### config.mk
export PLATFORM = sky130hd
export DESIGN_NAME = lattice_dimer_random_step_top_flat
export DESIGN_NICKNAME = d
export VERILOG_FILES = /design/src/rtl/ldrs_pkg.sv /design/src/rtl/ldrs_if.sv /design/src/rtl/lattice_dimer_random_step_top.sv /design/src/flat_wrapper.sv
export SDC_FILE = /design/constraint.sdc
export NUM_CORES = 2
export LEC_CHECK = 0
export BUFFER_PORTS_ARGS = -buffer_cell sky130_fd_sc_hd__buf_2
export CAP_MARGIN = 20
export CORE_MARGIN = 2
export CORE_UTILIZATION = 40
export CTS_CLUSTER_SIZE = 25
export DETAILED_ROUTE_END_ITERATION = 8
export PLACE_DENSITY = 0.54
export SLEW_MARGIN = 20
export SYNTH_ARGS = -nofsm -noshare
export SYNTH_HDL_FRONTEND = slang
export SYNTH_SLANG_ARGS = --single-unit
### constraint.sdc
create_clock -name i_clk -period 22.3 [get_ports i_clk]
set_input_delay 4.46 -clock i_clk [delete_from_list [all_inputs] [get_ports i_clk]]
set_output_delay 4.46 -clock i_clk [all_outputs]
set_load 0.01 [all_outputs]
### src/rtl/ldrs_pkg.sv
// ----------------------------------------------------------------------------
// ldrs_pkg: shared types, constants and helpers for the lattice dimer stepper
// Coordinate and size types, the lattice step tables and the wrapped adder
// that the coordinate updates of moves and places use.
// ----------------------------------------------------------------------------
package ldrs_pkg;

    localparam int COORD_W   = 10;
    localparam int SIZE_W    = 11;
    localparam int MAX_SIDE  = 1024;
    localparam int NUM_COORD = 6;

    // Slots of the coordinate arrays.
    localparam int IDX_CX = 0;
    localparam int IDX_CY = 1;
    localparam int IDX_AX = 2;
    localparam int IDX_AY = 3;
    localparam int IDX_BX = 4;
    localparam int IDX_BY = 5;

    // The remainder unit takes one dividend bit per cycle.
    localparam int RED_STEPS = COORD_W;
    localparam int CNT_W     = $clog2(RED_STEPS + 1);

    localparam logic ACT_MOVE  = 1'b0;
    localparam logic ACT_PLACE = 1'b1;

    typedef logic [COORD_W-1:0]       t_coord;
    typedef logic [SIZE_W-1:0]        t_len;
    typedef logic signed [2:0]        t_step;
    typedef logic signed [SIZE_W-1:0] t_diff;
    typedef logic signed [SIZE_W+1:0] t_wide;
    typedef logic [CNT_W-1:0]         t_cnt;

    typedef struct packed {
        t_coord center_x;
        t_coord center_y;
        t_coord end_one_x;
        t_coord end_one_y;
        t_coord end_two_x;
        t_coord end_two_y;
        logic   rejected;
    } t_res;

    localparam t_len SIZE_RESET = t_len'(256);
    localparam t_len LEN_MIN    = t_len'(4);
    localparam t_len LEN_MAX    = t_len'(MAX_SIDE) & ~t_len'(1);

    // Effective side: low bit cleared, then clamped to the legal range.
    function automatic t_len eff_len(input t_len size);
        t_len s;
        s = {size[SIZE_W-1:1], 1'b0};
        if (s < LEN_MIN) begin
            s = LEN_MIN;
        end else if (s > LEN_MAX) begin
            s = LEN_MAX;
        end
        return s;
    endfunction

    localparam t_coord TWO_X_RESET = t_coord'(eff_len(SIZE_RESET) - t_len'(2));

    function automatic t_step step_dx(input logic [2:0] dir);
        t_step d;
        case (dir)
            3'd0:    d = -3'sd2;
            3'd1:    d = 3'sd2;
            3'd2:    d = 3'sd1;
            3'd3:    d = -3'sd1;
            3'd4:    d = 3'sd1;
            3'd5:    d = -3'sd1;
            default: d = 3'sd0;
        endcase
        return d;
    endfunction

    function automatic t_step step_dy(input logic [2:0] dir);
        t_step d;
        case (dir)
            3'd2:    d = 3'sd1;
            3'd3:    d = 3'sd1;
            3'd4:    d = -3'sd1;
            3'd5:    d = -3'sd1;
            default: d = 3'sd0;
        endcase
        return d;
    endfunction

    // (v + d) mod len, for v below len and d in -2..2.
    function automatic t_coord wrap_add(input t_coord v, input t_step d, input t_len len);
        t_wide t;
        t_wide l;
        l = t_wide'({2'b00, len});
        t = t_wide'({3'b000, v}) + t_wide'(d);
        if (t < 0) begin
            t = t + l;
        end else if (t >= l) begin
            t = t - l;
        end
        return t[COORD_W-1:0];
    endfunction

    // Sign of a difference, kept when the ends are near neighbors and
    // flipped when the pair straddles the wrap edge.
    function automatic t_step sign_sel(input t_diff dd, input logic near);
        t_step s;
        if (dd > 0) begin
            s = 3'sd1;
        end else if (dd < 0) begin
            s = -3'sd1;
        end else begin
            s = 3'sd0;
        end
        return near ? s : -s;
    endfunction

endpackage

### src/rtl/ldrs_if.sv
// ----------------------------------------------------------------------------
// ldrs_if: item and result channels of the lattice dimer stepper
// Valid/ready channels; a beat moves when valid and ready are both high.
// ----------------------------------------------------------------------------
interface ldrs_in_if;
    logic                 valid;
    logic                 ready;
    logic                 action;
    logic [2:0]           direction;
    logic                 turn;
    ldrs_pkg::t_coord     place_x;
    ldrs_pkg::t_coord     place_y_draw;

    modport source (
        output valid, action, direction, turn, place_x, place_y_draw,
        input  ready
    );
    modport sink (
        input  valid, action, direction, turn, place_x, place_y_draw,
        output ready
    );
endinterface

interface ldrs_out_if;
    logic                 valid;
    logic                 ready;
    ldrs_pkg::t_coord     center_x;
    ldrs_pkg::t_coord     center_y;
    ldrs_pkg::t_coord     end_one_x;
    ldrs_pkg::t_coord     end_one_y;
    ldrs_pkg::t_coord     end_two_x;
    ldrs_pkg::t_coord     end_two_y;
    logic                 rejected;

    modport source (
        output valid, center_x, center_y, end_one_x, end_one_y,
               end_two_x, end_two_y, rejected,
        input  ready
    );
    modport sink (
        input  valid, center_x, center_y, end_one_x, end_one_y,
               end_two_x, end_two_y, rejected,
        output ready
    );
endinterface

### src/rtl/lattice_dimer_random_step_top.sv
// ----------------------------------------------------------------------------
// lattice_dimer_random_step_top: one dimer on a periodic triangular lattice
// Place and move steps for a three-site particle, one item per clock while ready.
// ----------------------------------------------------------------------------
// The block takes one item beat per clock while ready is high and returns
// one result beat per item: the state update is a single pass
// of wrapped small adds and sign decisions between the position registers and
// the result register. A two-entry output buffer (result register plus skid
// register) lets the input keep flowing for one beat while the sink stalls.
// Writing the lattice size drops ready while a bit-serial remainder
// unit reduces all six stored coordinates modulo the new side, one dividend
// bit per cycle, so that a move after a shrink starts from wrapped positions.
// Reset loads a size of 256 with the remainder unit idle.
module lattice_dimer_random_step_top (
    input  logic             i_clk,
    input  logic             i_rst_n,
    ldrs_in_if.sink          i_item,
    ldrs_out_if.source       o_res,
    input  logic             i_cfg_we,
    input  ldrs_pkg::t_len   i_cfg_wdata
);
    import ldrs_pkg::*;

    // Configuration and the effective side derived from it.
    t_len   r_size;
    t_len   len;

    // Positions as last reported, and the same positions reduced modulo the
    // side. They differ only between a size write and the next update.
    t_coord r_raw [NUM_COORD];
    t_coord r_red [NUM_COORD];

    // Remainder unit: shifting dividends and the step counter.
    t_coord r_src [NUM_COORD];
    t_cnt   r_cnt;
    t_coord n_rem [NUM_COORD];
    logic   busy;

    // Output buffer.
    t_res   r_out;
    logic   r_out_valid;
    t_res   r_skid;
    logic   r_skid_valid;
    logic   out_fire;

    // Item datapath.
    logic   accept;
    logic   update;
    t_coord n_pos [NUM_COORD];
    t_res   n_res;
    t_step  dx;
    t_step  dy;
    t_step  rot;
    t_step  sx;
    t_step  sy;
    t_coord sh [NUM_COORD];
    t_diff  ddx;
    t_diff  ddy;
    logic   near_x;
    logic   near_y;
    logic   place_bad;
    t_len   py_sum;
    t_coord place_cy;

    assign len      = eff_len(r_size);
    assign busy     = (r_cnt != '0);
    assign out_fire = r_out_valid && o_res.ready;

    // A new beat may enter unless the skid register is full or the
    // coordinates are being reduced after a size write.
    assign i_item.ready = !r_skid_valid && !busy;
    assign accept       = i_item.valid && i_item.ready;

    // One restoring-remainder step per coordinate per cycle.
    always_comb begin
        for (int k = 0; k < NUM_COORD; k++) begin
            t_len sh_rem;
            sh_rem = {r_red[k], r_src[k][COORD_W-1]};
            if (sh_rem >= len) begin
                sh_rem = sh_rem - len;
            end
            n_rem[k] = sh_rem[COORD_W-1:0];
        end
    end

    // Step offsets and the shifted positions of a move.
    assign dx  = step_dx(i_item.direction);
    assign dy  = step_dy(i_item.direction);
    assign rot = i_item.turn ? 3'sd1 : -3'sd1;

    always_comb begin
        for (int k = 0; k < NUM_COORD; k++) begin
            sh[k] = wrap_add(r_red[k], ((k % 2) == 0) ? dx : dy, len);
        end
    end

    assign ddx    = t_diff'({1'b0, sh[IDX_AX]}) - t_diff'({1'b0, sh[IDX_BX]});
    assign ddy    = t_diff'({1'b0, sh[IDX_AY]}) - t_diff'({1'b0, sh[IDX_BY]});
    assign near_x = (ddx == t_diff'(2)) || (ddx == t_diff'(4))
                 || (ddx == -t_diff'(2)) || (ddx == -t_diff'(4));
    assign near_y = (ddy == t_diff'(2)) || (ddy == -t_diff'(2));
    assign sx     = sign_sel(ddx, near_x);
    assign sy     = sign_sel(ddy, near_y);

    // Place: the draw is doubled and takes the parity of x; since the draw
    // is below the side, one conditional subtract wraps it.
    assign place_bad = ({1'b0, i_item.place_x} >= len) || ({1'b0, i_item.place_y_draw} >= len);
    assign py_sum    = {i_item.place_y_draw, i_item.place_x[0]};

    always_comb begin
        t_len y_wrapped;
        y_wrapped = (py_sum >= len) ? (py_sum - len) : py_sum;
        place_cy  = y_wrapped[COORD_W-1:0];
    end

    always_comb begin
        for (int k = 0; k < NUM_COORD; k++) begin
            n_pos[k] = r_raw[k];
        end
        update = 1'b0;
        if (i_item.action == ACT_PLACE) begin
            if (!place_bad) begin
                update       = 1'b1;
                n_pos[IDX_CX] = i_item.place_x;
                n_pos[IDX_CY] = place_cy;
                n_pos[IDX_AX] = wrap_add(i_item.place_x, dx, len);
                n_pos[IDX_AY] = wrap_add(place_cy, dy, len);
                n_pos[IDX_BX] = wrap_add(i_item.place_x, -dx, len);
                n_pos[IDX_BY] = wrap_add(place_cy, -dy, len);
            end
        end else begin
            update = 1'b1;
            for (int k = 0; k < NUM_COORD; k++) begin
                n_pos[k] = sh[k];
            end
            if (sh[IDX_AY] == sh[IDX_BY]) begin
                // Horizontal dimer: the ends move into the neighboring rows.
                n_pos[IDX_AX] = wrap_add(sh[IDX_AX], -sx, len);
                n_pos[IDX_AY] = wrap_add(sh[IDX_AY], rot, len);
                n_pos[IDX_BX] = wrap_add(sh[IDX_BX], sx, len);
                n_pos[IDX_BY] = wrap_add(sh[IDX_BY], -rot, len);
            end else if (rot < 0) begin
                // Diagonal dimer turning into the other diagonal.
                n_pos[IDX_AX] = wrap_add(sh[IDX_AX], -(sx + sx), len);
                n_pos[IDX_BX] = wrap_add(sh[IDX_BX], sx + sx, len);
            end else begin
                // Diagonal dimer turning into a horizontal one.
                n_pos[IDX_AX] = wrap_add(sh[IDX_AX], sx, len);
                n_pos[IDX_AY] = wrap_add(sh[IDX_AY], -sy, len);
                n_pos[IDX_BX] = wrap_add(sh[IDX_BX], -sx, len);
                n_pos[IDX_BY] = wrap_add(sh[IDX_BY], sy, len);
            end
        end

        n_res.center_x  = n_pos[IDX_CX];
        n_res.center_y  = n_pos[IDX_CY];
        n_res.end_one_x = n_pos[IDX_AX];
        n_res.end_one_y = n_pos[IDX_AY];
        n_res.end_two_x = n_pos[IDX_BX];
        n_res.end_two_y = n_pos[IDX_BY];
        n_res.rejected  = !update;
    end

    // Control state, configuration and positions.
    always_ff @(posedge i_clk) begin
        if (!i_rst_n) begin
            r_size        <= SIZE_RESET;
            r_cnt         <= '0;
            r_raw[IDX_CX] <= '0;
            r_raw[IDX_CY] <= '0;
            r_raw[IDX_AX] <= t_coord'(2);
            r_raw[IDX_AY] <= '0;
            r_raw[IDX_BX] <= TWO_X_RESET;
            r_raw[IDX_BY] <= '0;
            r_red[IDX_CX] <= '0;
            r_red[IDX_CY] <= '0;
            r_red[IDX_AX] <= t_coord'(2);
            r_red[IDX_AY] <= '0;
            r_red[IDX_BX] <= TWO_X_RESET;
            r_red[IDX_BY] <= '0;
        end else if (i_cfg_we) begin
            r_size <= i_cfg_wdata;
            r_cnt  <= t_cnt'(RED_STEPS);
            for (int k = 0; k < NUM_COORD; k++) begin
                r_red[k] <= '0;
            end
        end else if (busy) begin
            r_cnt <= r_cnt - t_cnt'(1);
            for (int k = 0; k < NUM_COORD; k++) begin
                r_red[k] <= n_rem[k];
            end
        end else if (accept && update) begin
            for (int k = 0; k < NUM_COORD; k++) begin
                r_raw[k] <= n_pos[k];
                r_red[k] <= n_pos[k];
            end
        end
    end

    // Dividend shift registers of the remainder unit.
    always_ff @(posedge i_clk) begin
        if (i_cfg_we) begin
            for (int k = 0; k < NUM_COORD; k++) begin
                r_src[k] <= r_raw[k];
            end
        end else if (busy) begin
            for (int k = 0; k < NUM_COORD; k++) begin
                r_src[k] <= {r_src[k][COORD_W-2:0], 1'b0};
            end
        end
    end

    // Output buffer valid flags.
    always_ff @(posedge i_clk) begin
        if (!i_rst_n) begin
            r_out_valid  <= 1'b0;
            r_skid_valid <= 1'b0;
        end else if (!r_out_valid || out_fire) begin
            if (r_skid_valid) begin
                r_out_valid  <= 1'b1;
                r_skid_valid <= 1'b0;
            end else begin
                r_out_valid  <= accept;
            end
        end else if (accept) begin
            r_skid_valid <= 1'b1;
        end
    end

    // Output buffer payload.
    always_ff @(posedge i_clk) begin
        if (!r_out_valid || out_fire) begin
            if (r_skid_valid) begin
                r_out <= r_skid;
            end else if (accept) begin
                r_out <= n_res;
            end
        end else if (accept) begin
            r_skid <= n_res;
        end
    end

    assign o_res.valid     = r_out_valid;
    assign o_res.center_x  = r_out.center_x;
    assign o_res.center_y  = r_out.center_y;
    assign o_res.end_one_x = r_out.end_one_x;
    assign o_res.end_one_y = r_out.end_one_y;
    assign o_res.end_two_x = r_out.end_two_x;
    assign o_res.end_two_y = r_out.end_two_y;
    assign o_res.rejected  = r_out.rejected;

endmodule

### src/flat_wrapper.sv
// flat-port wrapper written by rule: the top's interface ports become plain ports
module lattice_dimer_random_step_top_flat import ldrs_pkg::*;
  (i_clk, i_rst_n, i_cfg_we, i_cfg_wdata, i_item_valid, i_item_action, i_item_direction, i_item_turn, i_item_place_x, i_item_place_y_draw, i_item_ready, o_res_valid, o_res_center_x, o_res_center_y, o_res_end_one_x, o_res_end_one_y, o_res_end_two_x, o_res_end_two_y, o_res_rejected, o_res_ready);
  ldrs_in_if i_item_i ();
  ldrs_out_if o_res_i ();
  input  logic i_clk;
  input  logic i_rst_n;
  input  logic i_cfg_we;
  input  ldrs_pkg::t_len i_cfg_wdata;
  input wire logic [$bits(i_item_i.valid)-1:0] i_item_valid;
  input wire logic [$bits(i_item_i.action)-1:0] i_item_action;
  input wire logic [$bits(i_item_i.direction)-1:0] i_item_direction;
  input wire logic [$bits(i_item_i.turn)-1:0] i_item_turn;
  input wire logic [$bits(i_item_i.place_x)-1:0] i_item_place_x;
  input wire logic [$bits(i_item_i.place_y_draw)-1:0] i_item_place_y_draw;
  output wire logic [$bits(i_item_i.ready)-1:0] i_item_ready;
  output wire logic [$bits(o_res_i.valid)-1:0] o_res_valid;
  output wire logic [$bits(o_res_i.center_x)-1:0] o_res_center_x;
  output wire logic [$bits(o_res_i.center_y)-1:0] o_res_center_y;
  output wire logic [$bits(o_res_i.end_one_x)-1:0] o_res_end_one_x;
  output wire logic [$bits(o_res_i.end_one_y)-1:0] o_res_end_one_y;
  output wire logic [$bits(o_res_i.end_two_x)-1:0] o_res_end_two_x;
  output wire logic [$bits(o_res_i.end_two_y)-1:0] o_res_end_two_y;
  output wire logic [$bits(o_res_i.rejected)-1:0] o_res_rejected;
  input wire logic [$bits(o_res_i.ready)-1:0] o_res_ready;
  assign i_item_i.valid = i_item_valid;
  assign i_item_i.action = i_item_action;
  assign i_item_i.direction = i_item_direction;
  assign i_item_i.turn = i_item_turn;
  assign i_item_i.place_x = i_item_place_x;
  assign i_item_i.place_y_draw = i_item_place_y_draw;
  assign i_item_ready = i_item_i.ready;
  assign o_res_valid = o_res_i.valid;
  assign o_res_center_x = o_res_i.center_x;
  assign o_res_center_y = o_res_i.center_y;
  assign o_res_end_one_x = o_res_i.end_one_x;
  assign o_res_end_one_y = o_res_i.end_one_y;
  assign o_res_end_two_x = o_res_i.end_two_x;
  assign o_res_end_two_y = o_res_i.end_two_y;
  assign o_res_rejected = o_res_i.rejected;
  assign o_res_i.ready = o_res_ready;
  lattice_dimer_random_step_top u_core (.i_clk(i_clk), .i_rst_n(i_rst_n), .i_item(i_item_i), .o_res(o_res_i), .i_cfg_we(i_cfg_we), .i_cfg_wdata(i_cfg_wdata));
endmodule
==> impl_metrics.csv <==
group,metric,value,unit
run_status,outcome,"finished clean",
clocking,cts_resized,0,
global_route,antenna_found_initial,4,
clocking,cts_root_buffer,"clkbuf_16",
sta,relSlewSlack,0.2539,
sta,maxSlewViolCount,0,
sta,final-hold-violation-count,0,
sta,worst_pin_slew,1111,ps
synth,muxShareOfSynthArea,0.03572,
critical_path,rr_startpoint,"u_core.r_size[6]",
clocking,post_cts_buffers,0,
synth,yosysTopAreaCell,"edfxtp_1",
place,placed_cell_area,45290,µm²
clocking,numCtsBuffers,42,
floorplanning,core_area,106800,µm²
global_route,track_usage,0.2770,
synth,synth_top_family_by_area,"compound AO/OA/AOI/OAI gates",
sta,setup_viol,0,
hold_path,hp-start,"u_core.r_src[0][10]",
sta,fin_crit_sh,0.8724,
flow_run,drv_cap,0,
sta,rsz0062_at_grt,"false",
critical_path,cpMaxStageDelayCell,"o31ai_1",
routing,via_per_inst,5.984,
critical_path,cp.required,22610,ps
layout,area_delta_synth_final,8.745,%
clocking,h-tree-depth,2,
layout,layout.nets,5981,
synth,synth_edf_count,297,
routing,route.detailed.drc,0,
routing,drt_iter0_markers,3297,
synth,synthCells,5144,
critical_path,cp_max_fo,53,
critical_path,r2r_cells,51,
sta,fmax,51.40,MHz
synth,synth-adder-area-share,0.2251,
place,gp_congestion,0.9239,
global_route,grt_max_degree,65,
floorplanning,io_pins,104,
routing,vias,39750,
sta,period_needed,19460,ps
clocking,cts_tree,"built",
critical_path,start_kind,"primary input",
floorplanning,fp.dieH,331.4,µm
clocking,clock_latency,640,ps
routing,drt-total-wl,157000,µm
routing,ant_nets,0,
synth,ys_types,93,
global_route,grt_pass1_wl,234200,µm
global_route,grtUsageMet3,0.02841,
floorplanning,die_x,331.4,µm
critical_path,worst_path_most_repeated_cell,"o21ai_0",
synth,synth_top_cell_area_share,0.2080,
place,hpwlAfterDp,115400,µm
global_route,grt-busiest-layer,"met2",
clocking,clk_path_buf_depth,3,
place,port_buffers,102,
floorplanning,die_area,109800,µm²
synth,syn_nets,5917,
synth,syn_area,42880,µm²
hold_path,hold_end,"u_core.r_src[0][10]",
clocking,cts-hold-fix-buffers,0,
synth,postSynthRegisterBits,318,
floorplanning,num_rows,120,
critical_path,endpoint_kind,"flip-flop",
synth,async_flop_share,0,
routing,drt_pass1_iterations,6,
clocking,clkSinkCount,318,
synth,synthFlopType,"edfxtp_1",
layout,fill_cells,10660,
synth,synth_xor_area_frac,0.06005,
synth,yosysWarnings,0,
clocking,cts.reportedPaths.clkPinSlew,60,ps
layout,drive_gt1_frac,0.07271,
synth,synth_compound_area_frac,0.2735,
layout,post-route-util,0.4368,
sta,clock_skew,60.93,ps
layout,antenna-diode-count,0,
synth,synth_area_per_cell,8.335,µm²
floorplanning,start_util,0.4017,
global_route,use_met2,0.4550,
routing,wire_per_inst,23.63,µm
synth,synthTopCellsByArea,"edfxtp_1 (21%), ha_1 (20%), a21oi_1 (5.9%), nor2_1 (4.8%), xnor2_1 (4.2%)",
critical_path,rr_endpoint,"u_core.r_red[0][39]",
global_route,grt_use_met1,0.3802,
critical_path,regToRegSetupSlack,7840,ps
layout,fin_area,46630,µm²
synth,yosysSeqAreaShare,0.2178,
hold_path,holdPathStages,2,
hold_path,hold_path_class,"reg -> reg",
critical_path,arrival,19770,ps
synth,synthSimpleGateAreaFrac,0.1400,
sta,tns,0,ps
critical_path,critPathKind,"in -> reg",
critical_path,critPathMaxStageDelay,750,ps
global_route,grt_pass1_vias,37360,
global_route,grt_overflow,0,
[layout make-up]
class | count | area [µm²] | area share
clock inverter | 22 | 197.7 | 0.004240
sequential | 318 | 9343 | 0.2004
inverter | 370 | 1391 | 0.02984
multi-input combinational | 4286 | 31640 | 0.6785
timing repair buffer | 190 | 1176 | 0.02522
tap | 1403 | 1755 | 0.03765
clock buffer | 54 | 1126 | 0.02415
[flip-flops by register name, summed over array words and instances, names as in the netlist]
name,cells
u_core.o_res.center_x,10
u_core.o_res.center_y,10
u_core.o_res.end_one_x,10
u_core.o_res.end_one_y,10
u_core.o_res.end_two_x,10
u_core.o_res.end_two_y,10
u_core.o_res.rejected,1
u_core.o_res.valid,1
u_core.r_cnt,4
u_core.r_raw,60
u_core.r_red,60
u_core.r_size,10
u_core.r_skid,61
u_core.r_skid_valid,1
u_core.r_src,60
[critical path, delay by kind of cell]
| kind | cells | cell delay, ps |
|---|---|---|
| buffers and inverters | 5 | 1360 |
| XOR/XNOR | 2 | 540 |
| adder cells (fa/ha/maj) | 5 | 1960 |
| AO/OA/AOI/OAI | 25 | 6770 |
| multiplexers | 1 | 120 |
| AND/OR/NAND/NOR | 19 | 4490 |
[cells by family after synthesis]
kind of cell | Yosys count
AOI/OAI and AO/OA | 1780
and+or+nand+nor | 1331
adders and majority gates | 734
buffers and inverters | 540
DFF | 318
xor gates and xnor gates | 294
muxes | 147
[per-layer routing]
layer | vias to the layer above | wire length [µm]
li1 | 19040 | -
met5 | - | 0
met4 | 0 | 5394
met1 | 19110 | 70640
met2 | 1357 | 71120
met3 | 250 | 9828
[Yosys cell counts, drive strengths merged, types with 8 or more instances]
| library cell | instances |
|---|---|
| o211ai | 47 |
| nor2 | 554 |
| a311oi | 9 |
| o21ai | 290 |
| and2 | 34 |
| o211a | 8 |
| a22oi | 25 |
| edfxtp | 297 |
| nand3 | 56 |
| o21a | 47 |
| ha | 669 |
| o311ai | 9 |
| a2bb2oi | 9 |
| clkbuf | 153 |
| a21oi | 507 |
| nor4 | 24 |
| mux2 | 48 |
| and3 | 16 |
| buf | 17 |
| o31ai | 23 |
| a221oi | 40 |
| nand4 | 33 |
| xnor2 | 204 |
| nand2 | 363 |
| o221a | 10 |
| nor2b | 66 |
| o22ai | 92 |
| dfxtp | 21 |
| inv | 367 |
| or3 | 15 |
| fa | 63 |
| nor3 | 54 |
| xor2 | 90 |
| o221ai | 49 |
| o21bai | 191 |
| a221o | 35 |
| mux2i | 99 |
| a21o | 214 |
| a31oi | 34 |
| a211o | 15 |
| a211oi | 51 |
| or2 | 9 |
| nand2b | 74 |
[cells in the final DEF (no fill, tap or decap), drive strengths merged, types with 191 or more instances in the layout]
master,n
edfxtp,297
inv,371
nor2,554
ha,669
a21oi,507
a21o,214
o21bai,191
o21ai,290
nand2,363
xnor2,204
[worst max path at each step]
stage	slack (ps)	to	startpoint	cells past startpoint
floorplan	5200	u_core.r_red[0][21]	i_item_direction[2]	57
global placement	2510	u_core.o_res.end_one_x[6]	i_item_direction[1]	56
detailed placement	2420	u_core.o_res.end_one_x[6]	i_item_direction[1]	56
CTS	3020	u_core.o_res.end_one_x[6]	i_item_direction[1]	56
global route	1730	u_core.r_red[0][49]	i_item_direction[1]	57
finish	2840	u_core.r_red[0][49]	i_item_direction[1]	57
[stage by stage]
step | hold WS (ps) | worst slack, ps | cells
2_1_floorplan | 436.2 | 5199 | 5144
3_3_place_gp | 448.8 | 2507 | 6567
3_5_place_dp | 454.0 | 2420 | 6567
4_1_cts | 463.2 | 3020 | 6643
5_1_grt | 482.4 | 1729 | 6643
6_report | 462.3 | 2845 | 6643
Power is not shown: default switching activity piles up to over one toggle a cycle in this logic, so the estimate is an artifact.
